==> config.mk <==
export PLATFORM = sky130hd
export DESIGN_NAME = rgb565_tile_upscale_3to5_flat
export DESIGN_NICKNAME = d
export VERILOG_FILES = /design/src/rtl/core/rtu35_pkg.sv /design/src/rtl/core/rtu35_if.sv /design/src/rtl/core/rtu35_row_gen.sv /design/src/rtl/core/rgb565_tile_upscale_3to5.sv /design/src/flat_wrapper.sv
export SDC_FILE = /design/constraint.sdc
export NUM_CORES = 2
export LEC_CHECK = 0
export BUFFER_PORTS_ARGS = -buffer_cell sky130_fd_sc_hd__buf_4
export CAP_MARGIN = 0
export CELL_PAD_IN_SITES_DETAIL_PLACEMENT = 0
export CELL_PAD_IN_SITES_GLOBAL_PLACEMENT = 2
export CORE_ASPECT_RATIO = 1.1
export CORE_MARGIN = 2
export CORE_UTILIZATION = 42
export DETAILED_ROUTE_END_ITERATION = 10
export PLACE_DENSITY = 0.79
export REMOVE_ABC_BUFFERS = 1
export SYNTH_ARGS = -nofsm -noshare
export SYNTH_HDL_FRONTEND = slang
export SYNTH_HIERARCHICAL = 1
export SYNTH_SLANG_ARGS = --single-unit
==> constraint.sdc <==
create_clock -name i_clk -period 13.05 [get_ports i_clk]
set_clock_uncertainty 0.05 [all_clocks]
set_input_delay 1.305 -clock i_clk [delete_from_list [all_inputs] [get_ports i_clk]]
set_output_delay 1.305 -clock i_clk [all_outputs]
set_load 0.03 [all_outputs]
==> src/rtl/core/rtu35_pkg.sv <==
// Types, constants and channel blend functions for the 3x3 to 5x5 tile upscaler.
`default_nettype none

package rtu35_pkg;

    typedef logic [15:0] t_pixel;
    typedef logic [2:0]  t_row_num;

    // Three pixels of one tile row, index 0 at the left
    typedef t_pixel [2:0] t_trio;
    // Five pixels of one output row, index 0 at the left
    typedef t_pixel [4:0] t_five;

    typedef struct packed {
        t_trio bottom;
        t_trio mid;
        t_trio top;
    } t_tile;

    localparam t_row_num ROW_TOP_SRC   = 3'd0;
    localparam t_row_num ROW_TOP_BLEND = 3'd1;
    localparam t_row_num ROW_MID_SRC   = 3'd2;
    localparam t_row_num ROW_BOT_BLEND = 3'd3;
    localparam t_row_num ROW_BOT_SRC   = 3'd4;
    localparam t_row_num ROW_LAST      = ROW_BOT_SRC;

    // floor(x / 3) for x below 192: multiply by 171, keep product bits 14 down to 9
    localparam logic [7:0] RECIP3 = 8'd171;

    function automatic logic [5:0] div3(input logic [7:0] x);
        logic [15:0] prod;
        prod = {8'd0, x} * {8'd0, RECIP3};
        return prod[14:9];
    endfunction

    // (2p + q) / 3 on each colour field, truncated
    function automatic t_pixel blend_hi(input t_pixel p, input t_pixel q);
        logic [7:0] sum_r;
        logic [7:0] sum_g;
        logic [7:0] sum_b;
        logic [5:0] quo_r;
        logic [5:0] quo_g;
        logic [5:0] quo_b;
        sum_r = {2'd0, p[15:11], 1'b0} + {3'd0, q[15:11]};
        sum_g = {1'b0, p[10:5], 1'b0}  + {2'd0, q[10:5]};
        sum_b = {2'd0, p[4:0], 1'b0}   + {3'd0, q[4:0]};
        quo_r = div3(sum_r);
        quo_g = div3(sum_g);
        quo_b = div3(sum_b);
        return {quo_r[4:0], quo_g, quo_b[4:0]};
    endfunction

    // Widen a tile row to five pixels: sources on even places, blends between
    function automatic t_five expand(input t_trio t);
        t_five w;
        w[0] = t[0];
        w[1] = blend_hi(t[0], t[1]);
        w[2] = t[1];
        w[3] = blend_hi(t[2], t[1]);
        w[4] = t[2];
        return w;
    endfunction

endpackage

`default_nettype wire

==> src/rtl/core/rtu35_if.sv <==
// Handshake interfaces for the tile input channel and the row result channel.
`default_nettype none

interface rtu35_tile_if;
    logic        valid;
    logic        ready;
    logic [15:0] in_top_left;
    logic [15:0] in_top_center;
    logic [15:0] in_top_right;
    logic [15:0] in_mid_left;
    logic [15:0] in_mid_center;
    logic [15:0] in_mid_right;
    logic [15:0] in_bottom_left;
    logic [15:0] in_bottom_center;
    logic [15:0] in_bottom_right;

    modport source (
        output valid, in_top_left, in_top_center, in_top_right,
               in_mid_left, in_mid_center, in_mid_right,
               in_bottom_left, in_bottom_center, in_bottom_right,
        input  ready
    );
    modport sink (
        input  valid, in_top_left, in_top_center, in_top_right,
               in_mid_left, in_mid_center, in_mid_right,
               in_bottom_left, in_bottom_center, in_bottom_right,
        output ready
    );
endinterface

interface rtu35_row_if;
    logic        valid;
    logic        ready;
    logic [2:0]  row_number;
    logic [15:0] out_col0;
    logic [15:0] out_col1;
    logic [15:0] out_col2;
    logic [15:0] out_col3;
    logic [15:0] out_col4;
    logic        last_row;

    modport source (
        output valid, row_number, out_col0, out_col1, out_col2, out_col3,
               out_col4, last_row,
        input  ready
    );
    modport sink (
        input  valid, row_number, out_col0, out_col1, out_col2, out_col3,
               out_col4, last_row,
        output ready
    );
endinterface

`default_nettype wire

==> src/rtl/core/rtu35_row_gen.sv <==
// Builds one output row of the 5x5 tile from a held 3x3 tile.
`default_nettype none

module rtu35_row_gen
    import rtu35_pkg::*;
(
    input  t_tile    i_tile,
    input  t_row_num i_row,
    output t_five    o_pix
);

    t_trio sel_row;
    t_five sel_wide;
    t_five mid_wide;
    logic  odd_row;

    // Odd rows lean towards the outer row; the middle row is always the partner
    always_comb begin
        case (i_row) inside
            ROW_TOP_SRC, ROW_TOP_BLEND: sel_row = i_tile.top;
            ROW_MID_SRC:                sel_row = i_tile.mid;
            ROW_BOT_BLEND, ROW_BOT_SRC: sel_row = i_tile.bottom;
            default:                    sel_row = i_tile.mid;
        endcase
    end

    assign odd_row  = (i_row == ROW_TOP_BLEND) || (i_row == ROW_BOT_BLEND);
    assign sel_wide = expand(sel_row);
    assign mid_wide = expand(i_tile.mid);

    always_comb begin
        for (int k = 0; k < 5; k++) begin
            o_pix[k] = odd_row ? blend_hi(sel_wide[k], mid_wide[k]) : sel_wide[k];
        end
    end

endmodule

`default_nettype wire

==> src/rtl/core/rgb565_tile_upscale_3to5.sv <==
// Top level: 3x3 RGB565 tile in, five rows of a 5x5 upscaled tile out.
//
//  channel  | dir | word                       | handshake
//  ---------+-----+----------------------------+-------------
//  i_tile   | in  | nine RGB565 pixels (3x3)   | valid/ready
//  o_row    | out | row number, 5 pixels, last | valid/ready
//
// Five rows per tile; the row result channel carries one row per cycle unless o_row stalls.
// The first row of a tile reaches o_row through the tile register and the output register.
// Reset clears the tile and result valid flags and the row counter.
// A stalled result holds in the output register; the tile register holds
// and i_tile.ready stays low until the tile's last row moves into the output
// register.
`default_nettype none

module rgb565_tile_upscale_3to5
    import rtu35_pkg::*;
(
    input  wire         i_clk,
    input  wire         i_rst_n,
    rtu35_tile_if.sink  i_tile,
    rtu35_row_if.source o_row
);

    t_tile    r_tile;
    logic     r_tile_vld;
    logic     n_tile_vld;
    t_row_num r_row;
    t_row_num n_row;
    t_five    r_out_pix;
    t_row_num r_out_row;
    logic     r_out_last;
    logic     r_out_vld;
    logic     n_out_vld;

    t_tile    in_tile;
    t_five    row_pix;
    logic     advance;
    logic     tile_done;
    logic     take;

    always_comb begin
        in_tile.top    = {i_tile.in_top_right, i_tile.in_top_center, i_tile.in_top_left};
        in_tile.mid    = {i_tile.in_mid_right, i_tile.in_mid_center, i_tile.in_mid_left};
        in_tile.bottom = {i_tile.in_bottom_right, i_tile.in_bottom_center,
                          i_tile.in_bottom_left};
    end

    rtu35_row_gen u_row_gen (
        .i_tile (r_tile),
        .i_row  (r_row),
        .o_pix  (row_pix)
    );

    // Advance one row when the output register is free or being emptied
    assign advance   = r_tile_vld && (!r_out_vld || o_row.ready);
    assign tile_done = advance && (r_row == ROW_LAST);
    assign take      = i_tile.valid && i_tile.ready;

    assign i_tile.ready = !r_tile_vld || tile_done;

    always_comb begin
        n_tile_vld = r_tile_vld;
        n_row      = r_row;
        n_out_vld  = r_out_vld;
        if (o_row.ready) begin
            n_out_vld = 1'b0;
        end
        if (advance) begin
            n_out_vld = 1'b1;
            n_row     = tile_done ? ROW_TOP_SRC : r_row + 3'd1;
        end
        if (tile_done) begin
            n_tile_vld = 1'b0;
        end
        if (take) begin
            n_tile_vld = 1'b1;
        end
    end

    always_ff @(posedge i_clk) begin
        if (!i_rst_n) begin
            r_tile_vld <= 1'b0;
            r_row      <= ROW_TOP_SRC;
            r_out_vld  <= 1'b0;
        end else begin
            r_tile_vld <= n_tile_vld;
            r_row      <= n_row;
            r_out_vld  <= n_out_vld;
        end
    end

    always_ff @(posedge i_clk) begin
        if (take) begin
            r_tile <= in_tile;
        end
        if (advance) begin
            r_out_pix  <= row_pix;
            r_out_row  <= r_row;
            r_out_last <= (r_row == ROW_LAST);
        end
    end

    assign o_row.valid      = r_out_vld;
    assign o_row.row_number = r_out_row;
    assign o_row.out_col0   = r_out_pix[0];
    assign o_row.out_col1   = r_out_pix[1];
    assign o_row.out_col2   = r_out_pix[2];
    assign o_row.out_col3   = r_out_pix[3];
    assign o_row.out_col4   = r_out_pix[4];
    assign o_row.last_row   = r_out_last;

endmodule

`default_nettype wire

==> src/flat_wrapper.sv <==
// flat-port wrapper written by rule: the top's interface ports become plain ports
module rgb565_tile_upscale_3to5_flat import rtu35_pkg::*;
  (i_clk, i_rst_n, i_tile_valid, i_tile_in_top_left, i_tile_in_top_center, i_tile_in_top_right, i_tile_in_mid_left, i_tile_in_mid_center, i_tile_in_mid_right, i_tile_in_bottom_left, i_tile_in_bottom_center, i_tile_in_bottom_right, i_tile_ready, o_row_valid, o_row_row_number, o_row_out_col0, o_row_out_col1, o_row_out_col2, o_row_out_col3, o_row_out_col4, o_row_last_row, o_row_ready);
  rtu35_tile_if i_tile_i ();
  rtu35_row_if o_row_i ();
  input  wire i_clk;
  input  wire i_rst_n;
  input wire logic [$bits(i_tile_i.valid)-1:0] i_tile_valid;
  input wire logic [$bits(i_tile_i.in_top_left)-1:0] i_tile_in_top_left;
  input wire logic [$bits(i_tile_i.in_top_center)-1:0] i_tile_in_top_center;
  input wire logic [$bits(i_tile_i.in_top_right)-1:0] i_tile_in_top_right;
  input wire logic [$bits(i_tile_i.in_mid_left)-1:0] i_tile_in_mid_left;
  input wire logic [$bits(i_tile_i.in_mid_center)-1:0] i_tile_in_mid_center;
  input wire logic [$bits(i_tile_i.in_mid_right)-1:0] i_tile_in_mid_right;
  input wire logic [$bits(i_tile_i.in_bottom_left)-1:0] i_tile_in_bottom_left;
  input wire logic [$bits(i_tile_i.in_bottom_center)-1:0] i_tile_in_bottom_center;
  input wire logic [$bits(i_tile_i.in_bottom_right)-1:0] i_tile_in_bottom_right;
  output wire logic [$bits(i_tile_i.ready)-1:0] i_tile_ready;
  output wire logic [$bits(o_row_i.valid)-1:0] o_row_valid;
  output wire logic [$bits(o_row_i.row_number)-1:0] o_row_row_number;
  output wire logic [$bits(o_row_i.out_col0)-1:0] o_row_out_col0;
  output wire logic [$bits(o_row_i.out_col1)-1:0] o_row_out_col1;
  output wire logic [$bits(o_row_i.out_col2)-1:0] o_row_out_col2;
  output wire logic [$bits(o_row_i.out_col3)-1:0] o_row_out_col3;
  output wire logic [$bits(o_row_i.out_col4)-1:0] o_row_out_col4;
  output wire logic [$bits(o_row_i.last_row)-1:0] o_row_last_row;
  input wire logic [$bits(o_row_i.ready)-1:0] o_row_ready;
  assign i_tile_i.valid = i_tile_valid;
  assign i_tile_i.in_top_left = i_tile_in_top_left;
  assign i_tile_i.in_top_center = i_tile_in_top_center;
  assign i_tile_i.in_top_right = i_tile_in_top_right;
  assign i_tile_i.in_mid_left = i_tile_in_mid_left;
  assign i_tile_i.in_mid_center = i_tile_in_mid_center;
  assign i_tile_i.in_mid_right = i_tile_in_mid_right;
  assign i_tile_i.in_bottom_left = i_tile_in_bottom_left;
  assign i_tile_i.in_bottom_center = i_tile_in_bottom_center;
  assign i_tile_i.in_bottom_right = i_tile_in_bottom_right;
  assign i_tile_ready = i_tile_i.ready;
  assign o_row_valid = o_row_i.valid;
  assign o_row_row_number = o_row_i.row_number;
  assign o_row_out_col0 = o_row_i.out_col0;
  assign o_row_out_col1 = o_row_i.out_col1;
  assign o_row_out_col2 = o_row_i.out_col2;
  assign o_row_out_col3 = o_row_i.out_col3;
  assign o_row_out_col4 = o_row_i.out_col4;
  assign o_row_last_row = o_row_i.last_row;
  assign o_row_i.ready = o_row_ready;
  rgb565_tile_upscale_3to5 u_core (.i_clk(i_clk), .i_rst_n(i_rst_n), .i_tile(i_tile_i), .o_row(o_row_i));
endmodule
After elaboration in Yosys (flattened, before gate mapping). Index checks and enable logic that the tools add are counted.

Flip-flop bits (word level): 233. Logic and storage cells: 104.

Add/subtract/negate cells: 28. Multiply operators: 27. Equality and inequality tests: 4. Multiplexer cells: 13. Reduce and logical (&&, ||, !) cells: 13.

Operator list (number): multiplier 7 x 8 -> 14 bit (second input constant) (18); two-way mux 48 bit (3); multiplier 8 x 8 -> 15 bit (second input constant) (9); adder 6 x 5 -> 7 bit (18); two-way mux 16 bit (5); adder 7 x 6 -> 8 bit (9); == test 3 x 2 -> 1 bit (second input constant) (2); two-way mux 1 bit (4); nonzero test 2 bit (2); OR reduction 2 bit (2); adder 3 x 1 -> 3 bit (second input constant) (1); == test 3 x 1 -> 1 bit (second input constant) (1); == test 3 bit (second input constant) (1); logical AND 1 bit (3); logical NOT 3 bit (1); logical OR 1 bit (3); two-way mux 3 bit (1); logical NOT 1 bit (2).

Logic depth before layout (Yosys ltp).
Depth in word-level cells: 10. Mapped depth: 51. Depth with buffers taken out: 49.

Cells and area by module. The synthesis kept the hierarchy.

Modules (own cells, without submodules): rtu35_row_gen (times used 1, cells each 3482, area each 30917.2 um^2, sequential area each 0.0 um^2); rgb565_tile_upscale_3to5 (times used 1, cells each 258, area each 7111.8 um^2, sequential area each 6946.7 um^2).

Worst setup path after synthesis. OpenSTA, ideal clock, no wires.

Path type: flip-flop to flip-flop. Start: register u_core.r_row[2]. End: register u_core.r_out_pix (netlist bit u_core/o_row.out_col1[14]) (data pin). Setup time: 260 ps. Arrival: 11078 ps. Setup slack: 1662 ps. Cell stages (with the launch flop): 49. Path buffers: 3. Cells stage by stage: dfxtp_1 -> and3b_1 -> clkbuf_1 -> nor2_4 -> clkbuf_1 -> buf_2 -> mux2i_1 -> o21ai_0 -> ha_1 -> inv_1 -> a311oi_1 -> a31o_1 -> or2_2 -> xor2_1 -> ha_1 -> inv_1 -> fa_1 -> fa_1 -> [... 13 more ...] -> a21oi_1 -> nor2_1 -> ha_1 -> inv_1 -> fa_1 -> fa_1 -> fa_1 -> inv_1 -> ha_1 -> a21o_1 -> a21o_1 -> or3b_2 -> o21ai_0 -> a21oi_1 -> a21o_1 -> a21oi_1 -> xnor2_1 -> mux2_2.

RTL lines: start: declaration (RTL line rgb565_tile_upscale_3to5.sv:28) `t_row_num r_row;`; start signal: assignment (RTL line rgb565_tile_upscale_3to5.sv:88) `r_row <= n_row;`; end signal: assignment (RTL line rgb565_tile_upscale_3to5.sv:98) `r_out_pix <= row_pix;`; end: declaration (RTL line rgb565_tile_upscale_3to5.sv:30) `t_five r_out_pix;`.

==> flow_summary_export.csv <==
group,metric,value,unit
clocking,holdBufCountCts,0,
clocking,path_clk_slew,0.07,ns
place,dp_hpwl,76100,µm
critical_path,cp.arrival,12.29,ns
logic_synthesis,synth_edf_count,228,
final_layout,final_util,47.4,%
detailed_routing,antenna_left,0,
logic_synthesis,seq_area_frac_synth,18.3,%
critical_path,crit_path_max_incr_delay,0.70,ns
logic_synthesis,yosysMostFrequentCell,"ha_1",
detailed_routing,vias_per_cell,5.04,
logic_synthesis,synth_top_area_share,35.2,%
grt,track_usage,20.0,%
logic_synthesis,ys_ff_latch,233,
clocking,ctsLongestPathBuffers,3,
sta,period_needed,12.00,ns
critical_path,critPathRequiredTime,13.34,ns
outcome,status,"finished, final reports clean",
sta,drv_slew,0,
place,gp_congestion,0.817,
logic_synthesis,synth_area_per_cell,10.2,µm²
clocking,clock-root-buffer,"clkbuf_16",
floorplanning,initial_core_util,42.4,%
grt,grt_pass1_vias,27600,
logic_synthesis,synth_cells,3740,
final_layout,final_cells,5192,
sta,setup_violations,0,
final_layout,drive_gt1_share,9.15,%
critical_path,r2r_cells,46,
place,dp.cells,5128,
logic_synthesis,yosys-top-cells-area,"ha_1 (35%), edfxtp_1 (18%), fa_1 (15%), inv_1 (6.7%), xnor2_1 (4.2%)",
place,port_buffers,233,
detailed_routing,drc,0,
worst_hold_path,hold_path.class,"flip-flop to flip-flop",
critical_path,startpoint_type,"flip-flop",
critical_path,critPathKind,"flip-flop to flip-flop",
critical_path,slowest_stage,"dfxtp_1",
clocking,cts_buffers,34,
grt,overflow,0,
critical_path,r2r_setup_slack,1.05,ns
logic_synthesis,synth_top_area_cell,"ha_1",
logic_synthesis,ys_types,84,
clocking,cts_sinks,233,
sta,setup_tns,0,ns
grt,grt_max_degree,77,
detailed_routing,via_count,26200,
clocking,tritoncts,"yes",
grt,grt_pass1_wl,146000,µm
sta,relSlewSlack,34.2,%
flow_run,cap_violations,0,
sta,rsz0062_at_grt,"no",
final_layout,syn_to_final_growth,11.7,%
detailed_routing,drt_pass1_iterations,5,
clocking,htreeDepth,2,
logic_synthesis,synth_top_cells_by_count,"ha_1 (1,070), inv_1 (677), fa_1 (286), edfxtp_1 (228), xnor2_1 (183)",
worst_hold_path,hold_start,"u_core/r_tile_vld$_SDFFE_PN0P_",
floorplanning,die_area,93000,µm²
critical_path,timing.rr.start,"u_core/r_row[1]$_SDFFE_PN0P_",
critical_path,crit_path_end_kind,"flip-flop",
logic_synthesis,dominantRegCellSynth,"edfxtp_1",
floorplanning,rows,115,
logic_synthesis,async_flop_share,0,%
clocking,cts_resized,0,
sta,hold_viol,0,
final_layout,layout.nets,5498,
grt,antenna_found_initial,4,
critical_path,rr_endpoint,"u_core/o_row.out_col3[4]$_DFFE_PP_",
worst_hold_path,holdPathStages,2,
place,dpl_worst_slack,0.948,ns
logic_synthesis,yosysWarnings,6,
critical_path,cp_max_fo,21,
sta,tightest_slew,0.983,ns
detailed_routing,wl,89800,µm
clocking,cts_setup_buffers,0,
logic_synthesis,synthesis.area,38000,µm²
floorplanning,core-area,89600,µm²
clocking,clk-insertion-delay-late,0.61,ns
worst_hold_path,min_to,"u_core/r_row[1]$_SDFFE_PN0P_",
floorplanning,die_w,291,µm
floorplanning,die_h,320,µm
sta,post-route-period-util,92.0,%
sta,fmax,83.3,MHz
detailed_routing,wire_per_inst,17.3,µm
detailed_routing,drt-initial-drc-count,962,
sta,fin_ws,1.05,ns
floorplanning,io_pins,234,
[worst max-delay path by stage]
stage	end	from	cells after the start
after detailed placement	u_core/o_row.out_col3[4]$_DFFE_PP_	u_core/r_row[1]$_SDFFE_PN0P_	46
after global placement	u_core/o_row.out_col3[4]$_DFFE_PP_	u_core/r_row[1]$_SDFFE_PN0P_	47
after floorplan	u_core/o_row.out_col1[4]$_DFFE_PP_	u_core/r_row[2]$_SDFFE_PN0P_	43
after CTS	u_core/o_row.out_col3[4]$_DFFE_PP_	u_core/r_row[1]$_SDFFE_PN0P_	46
after global routing	u_core/o_row.out_col1[14]$_DFFE_PP_	u_core/r_row[1]$_SDFFE_PN0P_	47
final	u_core/o_row.out_col3[4]$_DFFE_PP_	u_core/r_row[1]$_SDFFE_PN0P_	46
[state kept, by name, indices dropped and copies added (netlist names)]
signal,cells
u_core/o_row.out_col2,16
u_core/o_row.out_col0,16
u_core/r_tile,144
u_core/o_row.out_col1,16
u_core/o_row.last_row,1
u_core/o_row.out_col3,16
u_core/o_row.out_col4,16
u_core/r_row,3
u_core/o_row.row_number,3
u_core/o_row.valid,1
u_core/r_tile_vld,1
[per-stage QoR]
step	hold slack [ns]	area, µm²
after global routing	0.577	42500
after floorplan	0.452	37900
after detailed placement	0.515	41300
final	0.555	42500
after global placement	0.523	41300
after CTS	0.551	42500
[routing by layer]
metal	GRT usage (%)	wire [µm]	up-vias
met5	0	37	-
met4	4.63	1790	6
met3	3.38	3650	86
met2	35.7	44100	314
met1	25.1	40200	12300
li1	-	-	13500
[layout make-up]
type,instances,area [µm²]
tap,1170,1460
multi-input combinational,2789,28400
inverter,677,2540
clock inverter,27,325
antenna,2,5.00
clock buffer,35,855
timing repair buffer,259,1940
sequential,233,6950
fill,8522,47200
[logic make-up (layout without fill, tap and decap cells)]
| logic type | count (synthesis) | in the layout | synth area share (%) |
|---|---|---|---|
| adder cells (fa/ha/maj) | 1360 | 1360 | 50.4 |
| buffers and inverters | 718 | 998 | 7.15 |
| AO/OA/AOI/OAI | 574 | 574 | 9.76 |
| AND/OR/NAND/NOR | 545 | 545 | 7.13 |
| XOR/XNOR | 265 | 265 | 6.12 |
| flip-flops | 233 | 233 | 18.3 |
| multiplexers | 45 | 45 | 1.20 |
| other | 0 | 2 | 0 |
[worst max-delay path, delay by kind of cell, from the launching register on]
| kind | cells | cell delay, ns |
|---|---|---|
| buffers and inverters | 8 | 0.87 |
| AO/OA/AOI/OAI | 14 | 3.21 |
| XOR/XNOR | 3 | 0.68 |
| flip-flops | 1 | 0.70 |
| AND/OR/NAND/NOR | 7 | 1.44 |
| adder cells (fa/ha/maj) | 13 | 4.58 |
| multiplexers | 1 | 0.17 |
[cells in the final DEF, fill, tap and decap left out, types with 11 or more instances in the layout]
cell type  netlist  final
nand2_1        162    162
a21o_1          68     68
ha_1          1070   1070
nand3_1         42     42
o211ai_1        15     15
nor2_1         117    115
fa_1           286    286
a31oi_1         16     16
buf_4            2    259
o21a_1          42     42
nand2b_1        16     15
a21oi_1        133    133
or2_2           12     12
or3_1           18     18
mux2i_1         39     39
nand4_1         21     21
o21bai_1        31     31
and3_1          22     22
o21ai_0        146    146
a211oi_1        13     13
inv_1          677    677
o31ai_1         21     21
nor3_1          43     43
clkbuf_16        0     34
nor2b_1         30     29
xor2_1          81     81
and2_1          12     11
xnor2_1        183    183
edfxtp_1       228    228
Power is not shown: default switching activity piles up to over one toggle a cycle in this logic, so the estimate is an artifact.
